<file path="src/skt_pkg.sv">
package skt_pkg;

	// Field widths of one table entry.
	localparam int KEY_W = 16;
	localparam int PAY_W = 32;

	// Command codes carried on the input tuser.
	typedef logic [2:0] cmd_t;
	localparam cmd_t CMD_INSERT    = 3'd0;
	localparam cmd_t CMD_SEARCH    = 3'd1;
	localparam cmd_t CMD_DELETE    = 3'd2;
	localparam cmd_t CMD_LIST_ASC  = 3'd3;
	localparam cmd_t CMD_LIST_DESC = 3'd4;

	// Status codes carried on the output tuser.
	typedef logic [1:0] status_t;
	localparam status_t STAT_OK    = 2'd0;
	localparam status_t STAT_MISS  = 2'd1;
	localparam status_t STAT_EMPTY = 2'd2;
	localparam status_t STAT_FULL  = 2'd3;

	// Contents of one cell of the chain.
	typedef struct packed {
		logic             valid;
		logic [KEY_W-1:0] key;
		logic [PAY_W-1:0] payload;
	} entry_t;

	// What every cell does in a cycle.
	typedef enum logic [2:0] {
		CELL_HOLD,
		CELL_INSERT,
		CELL_DELETE,
		CELL_ROT_L,
		CELL_ROT_R
	} cell_op_t;

	// Broadcast from the controller to all cells.
	typedef struct packed {
		cell_op_t         op;
		logic [KEY_W-1:0] key;
		logic [PAY_W-1:0] payload;
	} cell_ctrl_t;

endpackage

</file>
<file path="src/skt_cell.sv">
module skt_cell (
	input  logic                clk,
	input  logic                arst_n,
	input  skt_pkg::cell_ctrl_t ctrl,
	input  skt_pkg::entry_t     left,
	input  logic                left_ge,
	input  skt_pkg::entry_t     right,
	output skt_pkg::entry_t     ent,
	output logic                ge
);

	logic                      valid_q;
	logic [skt_pkg::KEY_W-1:0] key_q;
	logic [skt_pkg::PAY_W-1:0] payload_q;
	skt_pkg::entry_t           nxt;

	assign ent = '{valid: valid_q, key: key_q, payload: payload_q};

	// The broadcast key goes at or ahead of this entry.
	assign ge = valid_q && (ctrl.key <= key_q);

	// Next contents: keep, take the new entry, or take a neighbour's.
	always_comb begin
		nxt = ent;
		unique case (ctrl.op)
			skt_pkg::CELL_HOLD: begin
			end
			skt_pkg::CELL_INSERT: begin
				if (left_ge) begin
					nxt = left;
				end else if (ge || (!valid_q && left.valid)) begin
					nxt = '{valid: 1'b1, key: ctrl.key, payload: ctrl.payload};
				end
			end
			skt_pkg::CELL_DELETE: begin
				if (ge) begin
					nxt = right;
				end
			end
			skt_pkg::CELL_ROT_L: nxt = right;
			skt_pkg::CELL_ROT_R: nxt = left;
			default: nxt = ent;
		endcase
	end

	// Occupancy flag.
	always_ff @(posedge clk or negedge arst_n) begin
		if (!arst_n) begin
			valid_q <= 1'b0;
		end else begin
			valid_q <= nxt.valid;
		end
	end

	// Entry contents.
	always_ff @(posedge clk) begin
		key_q     <= nxt.key;
		payload_q <= nxt.payload;
	end

endmodule

</file>
<file path="src/sorted_key_table_core.sv">
// Sorted key table: up to DEPTH entries of a 16-bit key and a 32-bit payload,
// held in a chain of cells in ascending key order.
// Input channel s_axis: one word per command; tuser carries the command,
// tdata the key and the payload. Output channel m_axis: result words; tuser
// carries the status, tdata the key and payload reported, tlast the final word.
// Insert updates the chain at acceptance and its result appears in the cycle
// after acceptance. Search and delete rotate the whole chain once past cell 0,
// then report, and a delete closes the gap, once the output register is free.
// A list rotates the chain once, one step per cycle while the output register
// can take a word; empty-table, full-table and unknown commands end at
// acceptance. A new command is accepted only while the controller is idle
// and the output register is free or being emptied. When the receiver
// stalls, a list rotation halts and a search or delete waits before its
// report, with the word held, and nothing is lost.
// Reset clears all cells to empty, the entry count and the output valid flag;
// no clearing pass is needed.
module sorted_key_table_core #(
	parameter int DEPTH = 16
) (
	input  logic        clk,
	input  logic        arst_n,
	input  logic        s_axis_tvalid,
	output logic        s_axis_tready,
	input  logic [47:0] s_axis_tdata,  // key [15:0], payload [47:16]
	input  logic [2:0]  s_axis_tuser,  // command [2:0]
	output logic        m_axis_tvalid,
	input  logic        m_axis_tready,
	output logic [47:0] m_axis_tdata,  // key_out [15:0], payload_out [47:16]
	output logic [1:0]  m_axis_tuser,  // status [1:0]
	output logic        m_axis_tlast
);

	localparam int KW = (DEPTH > 1) ? $clog2(DEPTH) : 1;
	localparam int CW = $clog2(DEPTH + 1);
	localparam logic [KW-1:0] K_LAST = KW'(DEPTH - 1);
	localparam logic [CW-1:0] C_FULL = CW'(DEPTH);

	typedef enum logic [1:0] {ST_IDLE, ST_SCAN, ST_FIN, ST_LIST} state_t;

	state_t                    state_q;
	skt_pkg::cmd_t             cmd_q;
	logic [skt_pkg::KEY_W-1:0] key_q;
	logic [skt_pkg::KEY_W-1:0] fkey_q;
	logic [skt_pkg::PAY_W-1:0] fpay_q;
	logic                      found_q;
	logic [KW-1:0]             k_q;
	logic [CW-1:0]             count_q;
	logic                      m_valid_q;
	logic [47:0]               m_data_q;
	logic [1:0]                m_user_q;
	logic                      m_last_q;

	skt_pkg::cmd_t             in_cmd;
	logic [skt_pkg::KEY_W-1:0] in_key;
	logic [skt_pkg::PAY_W-1:0] in_pay;
	logic                      out_free;
	logic                      accept;
	logic                      list_asc;
	logic                      list_last;
	skt_pkg::entry_t           view;
	skt_pkg::cell_ctrl_t       ctrl;
	skt_pkg::entry_t           ent [DEPTH];
	logic                      ge [DEPTH];
	skt_pkg::entry_t           left_bound;
	skt_pkg::entry_t           right_bound;
	logic [DEPTH-1:0]          valid_vec;

	assign in_cmd = s_axis_tuser;
	assign in_key = s_axis_tdata[15:0];
	assign in_pay = s_axis_tdata[47:16];

	// Handshakes.
	assign out_free      = !m_valid_q || m_axis_tready;
	assign s_axis_tready = (state_q == ST_IDLE) && out_free;
	assign accept        = s_axis_tvalid && s_axis_tready;
	assign m_axis_tvalid = m_valid_q;
	assign m_axis_tdata  = m_data_q;
	assign m_axis_tuser  = m_user_q;
	assign m_axis_tlast  = m_last_q;

	// Readout position and final-word test for a list.
	assign list_asc  = (cmd_q == skt_pkg::CMD_LIST_ASC);
	assign view      = list_asc ? ent[0] : ent[DEPTH-1];
	assign list_last = list_asc ? (CW'(k_q) == (count_q - 1'b1)) : (k_q == K_LAST);

	// Operation broadcast to the chain.
	always_comb begin
		ctrl.op      = skt_pkg::CELL_HOLD;
		ctrl.key     = (state_q == ST_IDLE) ? in_key : key_q;
		ctrl.payload = in_pay;
		unique case (state_q)
			ST_IDLE: begin
				if (accept && in_cmd == skt_pkg::CMD_INSERT && count_q != C_FULL) begin
					ctrl.op = skt_pkg::CELL_INSERT;
				end
			end
			ST_SCAN: ctrl.op = skt_pkg::CELL_ROT_L;
			ST_FIN: begin
				if (out_free && found_q && cmd_q == skt_pkg::CMD_DELETE) begin
					ctrl.op = skt_pkg::CELL_DELETE;
				end
			end
			ST_LIST: begin
				if (out_free) begin
					ctrl.op = list_asc ? skt_pkg::CELL_ROT_L : skt_pkg::CELL_ROT_R;
				end
			end
			default: ctrl.op = skt_pkg::CELL_HOLD;
		endcase
	end

	// Ends of the chain close into a ring when rotating.
	always_comb begin
		left_bound  = '{valid: 1'b1, key: '0, payload: '0};
		right_bound = '{valid: 1'b0, key: '0, payload: '0};
		if (ctrl.op == skt_pkg::CELL_ROT_R) begin
			left_bound = ent[DEPTH-1];
		end
		if (ctrl.op == skt_pkg::CELL_ROT_L) begin
			right_bound = ent[0];
		end
	end

	// The chain of cells.
	for (genvar i = 0; i < DEPTH; i++) begin : g_cell
		skt_pkg::entry_t l_ent;
		skt_pkg::entry_t r_ent;
		logic            l_ge;

		if (i == 0) begin : g_first
			assign l_ent = left_bound;
			assign l_ge  = 1'b0;
		end else begin : g_mid
			assign l_ent = ent[i-1];
			assign l_ge  = ge[i-1];
		end

		if (i == DEPTH - 1) begin : g_end
			assign r_ent = right_bound;
		end else begin : g_inner
			assign r_ent = ent[i+1];
		end

		skt_cell u_cell (
			.clk     (clk),
			.arst_n  (arst_n),
			.ctrl    (ctrl),
			.left    (l_ent),
			.left_ge (l_ge),
			.right   (r_ent),
			.ent     (ent[i]),
			.ge      (ge[i])
		);

		assign valid_vec[i] = ent[i].valid;
	end

	// Controller with the output register.
	always_ff @(posedge clk or negedge arst_n) begin
		if (!arst_n) begin
			state_q   <= ST_IDLE;
			cmd_q     <= skt_pkg::CMD_INSERT;
			key_q     <= '0;
			fkey_q    <= '0;
			fpay_q    <= '0;
			found_q   <= 1'b0;
			k_q       <= '0;
			count_q   <= '0;
			m_valid_q <= 1'b0;
			m_data_q  <= '0;
			m_user_q  <= skt_pkg::STAT_OK;
			m_last_q  <= 1'b0;
		end else begin
			if (m_valid_q && m_axis_tready) begin
				m_valid_q <= 1'b0;
			end
			unique case (state_q)
				ST_IDLE: begin
					if (accept) begin
						cmd_q   <= in_cmd;
						key_q   <= in_key;
						k_q     <= '0;
						found_q <= 1'b0;
						unique case (in_cmd)
							skt_pkg::CMD_INSERT: begin
								m_valid_q <= 1'b1;
								m_last_q  <= 1'b1;
								if (count_q == C_FULL) begin
									m_user_q <= skt_pkg::STAT_FULL;
									m_data_q <= '0;
								end else begin
									count_q  <= count_q + 1'b1;
									m_user_q <= skt_pkg::STAT_OK;
									m_data_q <= {in_pay, in_key};
								end
							end
							skt_pkg::CMD_SEARCH, skt_pkg::CMD_DELETE,
							skt_pkg::CMD_LIST_ASC, skt_pkg::CMD_LIST_DESC: begin
								if (count_q == '0) begin
									m_valid_q <= 1'b1;
									m_last_q  <= 1'b1;
									m_user_q  <= skt_pkg::STAT_EMPTY;
									m_data_q  <= '0;
								end else if (in_cmd == skt_pkg::CMD_SEARCH ||
								             in_cmd == skt_pkg::CMD_DELETE) begin
									state_q <= ST_SCAN;
								end else begin
									state_q <= ST_LIST;
								end
							end
							default: begin
							end
						endcase
					end
				end
				ST_SCAN: begin
					// Catch the first match as the ring passes cell 0.
					k_q <= k_q + 1'b1;
					if (!found_q && ent[0].valid && ent[0].key == key_q) begin
						found_q <= 1'b1;
						fkey_q  <= ent[0].key;
						fpay_q  <= ent[0].payload;
					end
					if (k_q == K_LAST) begin
						state_q <= ST_FIN;
					end
				end
				ST_FIN: begin
					if (out_free) begin
						m_valid_q <= 1'b1;
						m_last_q  <= 1'b1;
						if (found_q) begin
							m_user_q <= skt_pkg::STAT_OK;
							m_data_q <= {fpay_q, fkey_q};
							if (cmd_q == skt_pkg::CMD_DELETE) begin
								count_q <= count_q - 1'b1;
							end
						end else begin
							m_user_q <= skt_pkg::STAT_MISS;
							m_data_q <= '0;
						end
						state_q <= ST_IDLE;
					end
				end
				ST_LIST: begin
					// One word per step; empty cells pass by unreported.
					if (out_free) begin
						if (view.valid) begin
							m_valid_q <= 1'b1;
							m_last_q  <= list_last;
							m_user_q  <= skt_pkg::STAT_OK;
							m_data_q  <= {view.payload, view.key};
						end
						k_q <= k_q + 1'b1;
						if (k_q == K_LAST) begin
							state_q <= ST_IDLE;
						end
					end
				end
				default: state_q <= ST_IDLE;
			endcase
		end
	end

	// The entry count never exceeds the number of cells.
	a_count_bound: assert property (@(posedge clk) disable iff (!arst_n)
		count_q <= C_FULL)
		else $error("entry count beyond table depth");

	// Between commands the count matches the occupied cells.
	a_count_match: assert property (@(posedge clk) disable iff (!arst_n)
		(state_q == ST_IDLE) |-> ($countones(valid_vec) == count_q))
		else $error("entry count differs from occupied cells");

	// Between commands the occupied cells form an unbroken run from cell 0.
	a_packed: assert property (@(posedge clk) disable iff (!arst_n)
		(state_q == ST_IDLE) |-> ((valid_vec & (valid_vec + 1'b1)) == '0))
		else $error("gap in the chain of occupied cells");

	// A search rotation runs for the whole ring before reporting.
	a_scan_len: assert property (@(posedge clk) disable iff (!arst_n)
		(state_q == ST_SCAN && k_q != K_LAST) |=> (state_q == ST_SCAN))
		else $error("search rotation ended early");

endmodule

</file>
<file path="config.mk">
export PLATFORM = sky130hd
export DESIGN_NAME = sorted_key_table_core
export DESIGN_NICKNAME = d
export VERILOG_FILES = /design/src/skt_pkg.sv /design/src/skt_cell.sv /design/src/sorted_key_table_core.sv
export SDC_FILE = /design/constraint.sdc
export NUM_CORES = 2
export LEC_CHECK = 0
export ABC_AREA = 1
export BUFFER_PORTS_ARGS = -buffer_cell sky130_fd_sc_hd__buf_2
export CAP_MARGIN = 20
export CORE_MARGIN = 2
export CORE_UTILIZATION = 42
export CTS_CLUSTER_DIAMETER = 150
export CTS_CLUSTER_SIZE = 8
export DETAILED_ROUTE_END_ITERATION = 6
export GPL_ROUTABILITY_DRIVEN = 0
export PLACE_DENSITY = 0.57
export RECOVER_POWER = 100
export SKIP_CTS_REPAIR_TIMING = 1
export SYNTH_ARGS = -nofsm -noshare
export SYNTH_HDL_FRONTEND = slang
export SYNTH_HIERARCHICAL = 1
export SYNTH_SLANG_ARGS = --single-unit
</file>
<file path="constraint.sdc">
create_clock -name clk -period 13.9 [get_ports clk]
set_input_delay 0.695 -clock clk [delete_from_list [all_inputs] [get_ports clk]]
set_output_delay 0.695 -clock clk [all_outputs]
set_load 0.02 [all_outputs]
</file>
==> impl_results.html <==
<table>
<tr><th>Metric</th><th>Value</th></tr>
<tr><th colspan="2">Synth</th></tr>
<tr><td>Count of mapped cells out of synthesis</td><td>8668</td></tr>
<tr><td>Number of synthesis warnings</td><td>6</td></tr>
<tr><td>Mean cell area of the mapped netlist</td><td>7.51 sq um</td></tr>
<tr><td>Summed instance area of the synthesized netlist</td><td>0.0651 sq mm</td></tr>
<tr><th colspan="2">Timing</th></tr>
<tr><td>Shortest clock period the worst path allows after layout</td><td>approximately 9.4 ns</td></tr>
<tr><td>RSZ-0062 raised after global routing</td><td>false</td></tr>
<tr><td>Slew @ Worst Pin</td><td>5.32 ns</td></tr>
<tr><td>Slew Limit Fails</td><td>690</td></tr>
<tr><td>Fin Clk Skew</td><td>around 0.035 ns</td></tr>
<tr><td>Final hold violation count</td><td>0</td></tr>
<tr><td>Final period util</td><td>67.7%</td></tr>
<tr><td>Maximum frequency from static timing analysis</td><td>106 MHz</td></tr>
<tr><td>Remaining max-slew budget at the tightest pin</td><td>-254%</td></tr>
<tr><td># setup viols final</td><td>0</td></tr>
<tr><td>Final Hold Slack</td><td>roughly 0.22 ns</td></tr>
<tr><td>Post-route setup TNS</td><td>0 ns</td></tr>
<tr><th colspan="2">Place</th></tr>
<tr><td>Half-perimeter wire length after placement</td><td>157 mm</td></tr>
<tr><td>Placed inst area</td><td>0.0667 sq mm</td></tr>
<tr><td>Quantity of I/O buffers inserted on ports</td><td>around 110</td></tr>
<tr><th colspan="2">Die</th></tr>
<tr><td>X dimension of the die</td><td>roughly 400 microns</td></tr>
<tr><td>Die area</td><td>0.158 sq mm</td></tr>
<tr><td>Core Rows</td><td>between 100 and 150</td></tr>
<tr><td># IOs</td><td>108</td></tr>
<tr><td>Starting Density</td><td>42.3%</td></tr>
<tr><td>Overall die height</td><td>between 300 and 400 microns</td></tr>
<tr><td>Area of the placeable core</td><td>0.154 sq mm</td></tr>
<tr><th colspan="2">Run status</th></tr>
<tr><td>Outcome</td><td>complete, but fails checks</td></tr>
<tr><td>Violations in the final reports</td><td>capacitance limit, slew limit</td></tr>
<tr><th colspan="2">Drt</th></tr>
<tr><td>Antenna violation net count after detailed routing</td><td>0</td></tr>
<tr><td>Post-DR wirelength/cell</td><td>22.2 microns</td></tr>
<tr><td>Number of DRC violations after detailed routing</td><td>0</td></tr>
<tr><td>Final WL</td><td>236 mm</td></tr>
<tr><td>Starting DRT DRC Count</td><td>7593</td></tr>
<tr><td>Number of vias per cell</td><td>5.67</td></tr>
<tr><td>Drt first pass iters</td><td>7</td></tr>
<tr><td>Number of vias in the routed layout</td><td>60200</td></tr>
<tr><th colspan="2">Finish</th></tr>
<tr><td>Combined area of the multi-input logic cells</td><td>approximately 0.030 sq mm</td></tr>
<tr><td>Post-route cell area</td><td>between 0.06 and 0.07 sq mm</td></tr>
<tr><td>Area overhead of the layout relative to synthesis</td><td>6.45%</td></tr>
<tr><td>Register cell area after layout</td><td>~0.027 sq mm</td></tr>
<tr><td>Number of fillers in the final layout</td><td>15500</td></tr>
<tr><td>Ratio of cells with drive above 1 in the final layout</td><td>5.07%</td></tr>
<tr><td>Nets@finish</td><td>8833</td></tr>
<tr><th colspan="2">Clock tree</th></tr>
<tr><td>Clock transition time at the flip-flop clock pins of the worst setup and hold paths</td><td>0.05 ns</td></tr>
<tr><td>Clk root buf</td><td>sky130_fd_sc_hd__clkbuf_16</td></tr>
<tr><td>Latest clock arrival within the worst-skew pair</td><td>0.79 ns</td></tr>
<tr><td>Number of buffers between clock root and the deepest sink</td><td>3</td></tr>
<tr><td>CTS sink cnt</td><td>a little over 900</td></tr>
<tr><td>Number of buffers added by the clock tree synthesis step</td><td>132</td></tr>
<tr><td>Maximum level of the CTS H-tree</td><td>4</td></tr>
<tr><td>TritonCTS clock tree</td><td>built</td></tr>
<tr><th colspan="2">Critical path</th></tr>
<tr><td>Critical path launch point type</td><td>register</td></tr>
<tr><td>Setup slack on the worst flop-to-flop path</td><td>4.49 ns</td></tr>
<tr><td>Slowest cell on crit path</td><td>sky130_fd_sc_hd__clkbuf_1</td></tr>
<tr><td>Termination of the worst setup path</td><td>g_cell[12].u_cell/payload_q[11]$_DFFE_PP_</td></tr>
<tr><td>Kind of capture point of the worst setup path</td><td>register</td></tr>
<tr><td>Required arrival time at the worst endpoint</td><td>14.24 ns</td></tr>
<tr><td>Maximum fanout count along the critical path</td><td>between 40 and 50</td></tr>
<tr><td>Crit path from</td><td>state_q[1]$_DFFE_PN0P_</td></tr>
<tr><td>Cells on worst reg2reg path</td><td>10</td></tr>
<tr><td>Critical Path, Cell by Cell</td><td>nor2_1 &gt; nand3_1 &gt; clkbuf_1 &gt; o21ai_0 &gt; clkbuf_1 &gt; nor2_1 &gt; xor2_1 &gt; nand2_1 &gt; inv_1 &gt; clkbuf_1</td></tr>
<tr><td>Worst path arrival time</td><td>9.76 ns</td></tr>
<tr><td>Delay contributed by the slowest stage of the critical path</td><td>1.91 ns</td></tr>
<tr><td>Crit Reg-Reg Endpoint</td><td>g_cell[12].u_cell/payload_q[11]$_DFFE_PP_</td></tr>
<tr><td>Critical path class</td><td>register to register</td></tr>
<tr><td>Launching point of the worst reg2reg path</td><td>state_q[1]$_DFFE_PN0P_</td></tr>
<tr><td>Most Frequent Cell on Critical Path</td><td>sky130_fd_sc_hd__clkbuf_1</td></tr>
<tr><th colspan="2">Global routing</th></tr>
<tr><td>Global route overflow</td><td>0</td></tr>
<tr><td>Number of antenna violations at the first check in global routing</td><td>10</td></tr>
<tr><td>Maximum number of pins on one net before global-route repair</td><td>96</td></tr>
<tr><td>Global-route wire length before repair</td><td>354 mm</td></tr>
<tr><td>Number of global-route vias before repair</td><td>55000</td></tr>
<tr><td>Global-route total usage across every layer</td><td>29.1%</td></tr>
<tr><th colspan="2">Flow run</th></tr>
<tr><td>Max Cap Violations</td><td>15</td></tr>
<tr><th colspan="2">Worst hold path</th></tr>
<tr><td>Class of the most critical hold timing path</td><td>input port to register</td></tr>
</table>
==> state kept, by name, indices dropped and copies added (netlist names) <==
register,flops
key_q,16
m_axis_tdata,48
g_cell.u_cell/key_q,256
count_q,5
fpay_q,32
m_axis_tuser,2
state_q,2
g_cell.u_cell/payload_q,512
m_axis_tlast,1
found_q,1
cmd_q,3
fkey_q,16
k_q,4
m_axis_tvalid,1
g_cell.u_cell/valid_q,16
==> routing by layer <==
layer | share of wire (%) | up-vias | routed length, microns | track usage (%)
met1 | 45 | 28300 | 106000 | 44.3
met3 | 11 | 384 | 26200 | 5.22
li1 | - | 28100 | - | -
met4 | 3.0 | 8 | 7040 | 9.42
met5 | 0.017 | - | 39 | 0
met2 | 41 | 3400 | 96700 | 41.2
==> worst min path at each step <==
stage                     cells after the start                endpoint  slack [ns]              startpoint
final                                         3    key_q[6]$_DFFE_PN0P_        0.22         s_axis_tdata[6]
after floorplan                               0    cmd_q[0]$_DFFE_PN0P_        0.40                  arst_n
after detailed placement                      2   fpay_q[7]$_DFFE_PN0P_        0.46   fpay_q[7]$_DFFE_PN0P_
after global routing                          3   key_q[13]$_DFFE_PN0P_        0.23        s_axis_tdata[13]
after global placement                        2  fpay_q[17]$_DFFE_PN0P_        0.45  fpay_q[17]$_DFFE_PN0P_
after CTS                                     1   fkey_q[7]$_DFFE_PN0P_        0.03                  arst_n
==> through the flow <==
stage	std cells	setup slack (ns)	utilization (%)
final	10600	4.49	45.0
after detailed placement	10400	8.10	43.3
after floorplan	8671	7.66	-
after CTS	10600	8.09	45.7
after global routing	10600	3.82	45.0
after global placement	10400	8.19	43.3
==> layout by cell type, fill, tap and decap left out, types with 16 or more instances in the layout <==
master / n
sky130_fd_sc_hd__nand3_1: 97
sky130_fd_sc_hd__o22ai_1: 17
sky130_fd_sc_hd__buf_4: 94
sky130_fd_sc_hd__buf_2: 53
sky130_fd_sc_hd__dfrtp_1: 147
sky130_fd_sc_hd__o211ai_2: 20
sky130_fd_sc_hd__clkbuf_1: 109
sky130_fd_sc_hd__inv_1: 1285
sky130_fd_sc_hd__o21ai_0: 830
sky130_fd_sc_hd__clkbuf_16: 135
sky130_fd_sc_hd__nor3_2: 16
sky130_fd_sc_hd__a22oi_1: 40
sky130_fd_sc_hd__nor2_1: 283
sky130_fd_sc_hd__a21oi_1: 148
sky130_fd_sc_hd__or2_1: 19
sky130_fd_sc_hd__inv_2: 39
sky130_fd_sc_hd__edfxtp_1: 768
sky130_fd_sc_hd__nand2_1: 3233
sky130_fd_sc_hd__a21o_1: 16
sky130_fd_sc_hd__ha_1: 259
sky130_fd_sc_hd__o21ai_4: 16
sky130_fd_sc_hd__o211ai_1: 749
sky130_fd_sc_hd__nand4_1: 92
sky130_fd_sc_hd__xor2_1: 25
==> critical path: cells and delay by family (launching register included) <==
kind	cells	cell delay, ns
buf+inv	4	4.68
simple gates	4	2.78
compound gates	1	0.38
flops	1	0.66
xor+xnor	1	0.33
==> final cells by class <==
type / count / area share [%]
Timing Repair Buffer: 213 / 1.76
Multi-Input combinational cell: 5925 / 43.4
Antenna cell: 4 / 0.0144
Sequential cell: 915 / 38.6
Clock buffer: 178 / 5.11
Clock inverter: 9 / 0.204
Tap cell: 2044 / 3.69
Inverter: 1332 / 7.21
Power is left out: the tool's default activity adds up to more than one toggle a clock period on the data nets, which glitch-free logic cannot reach.
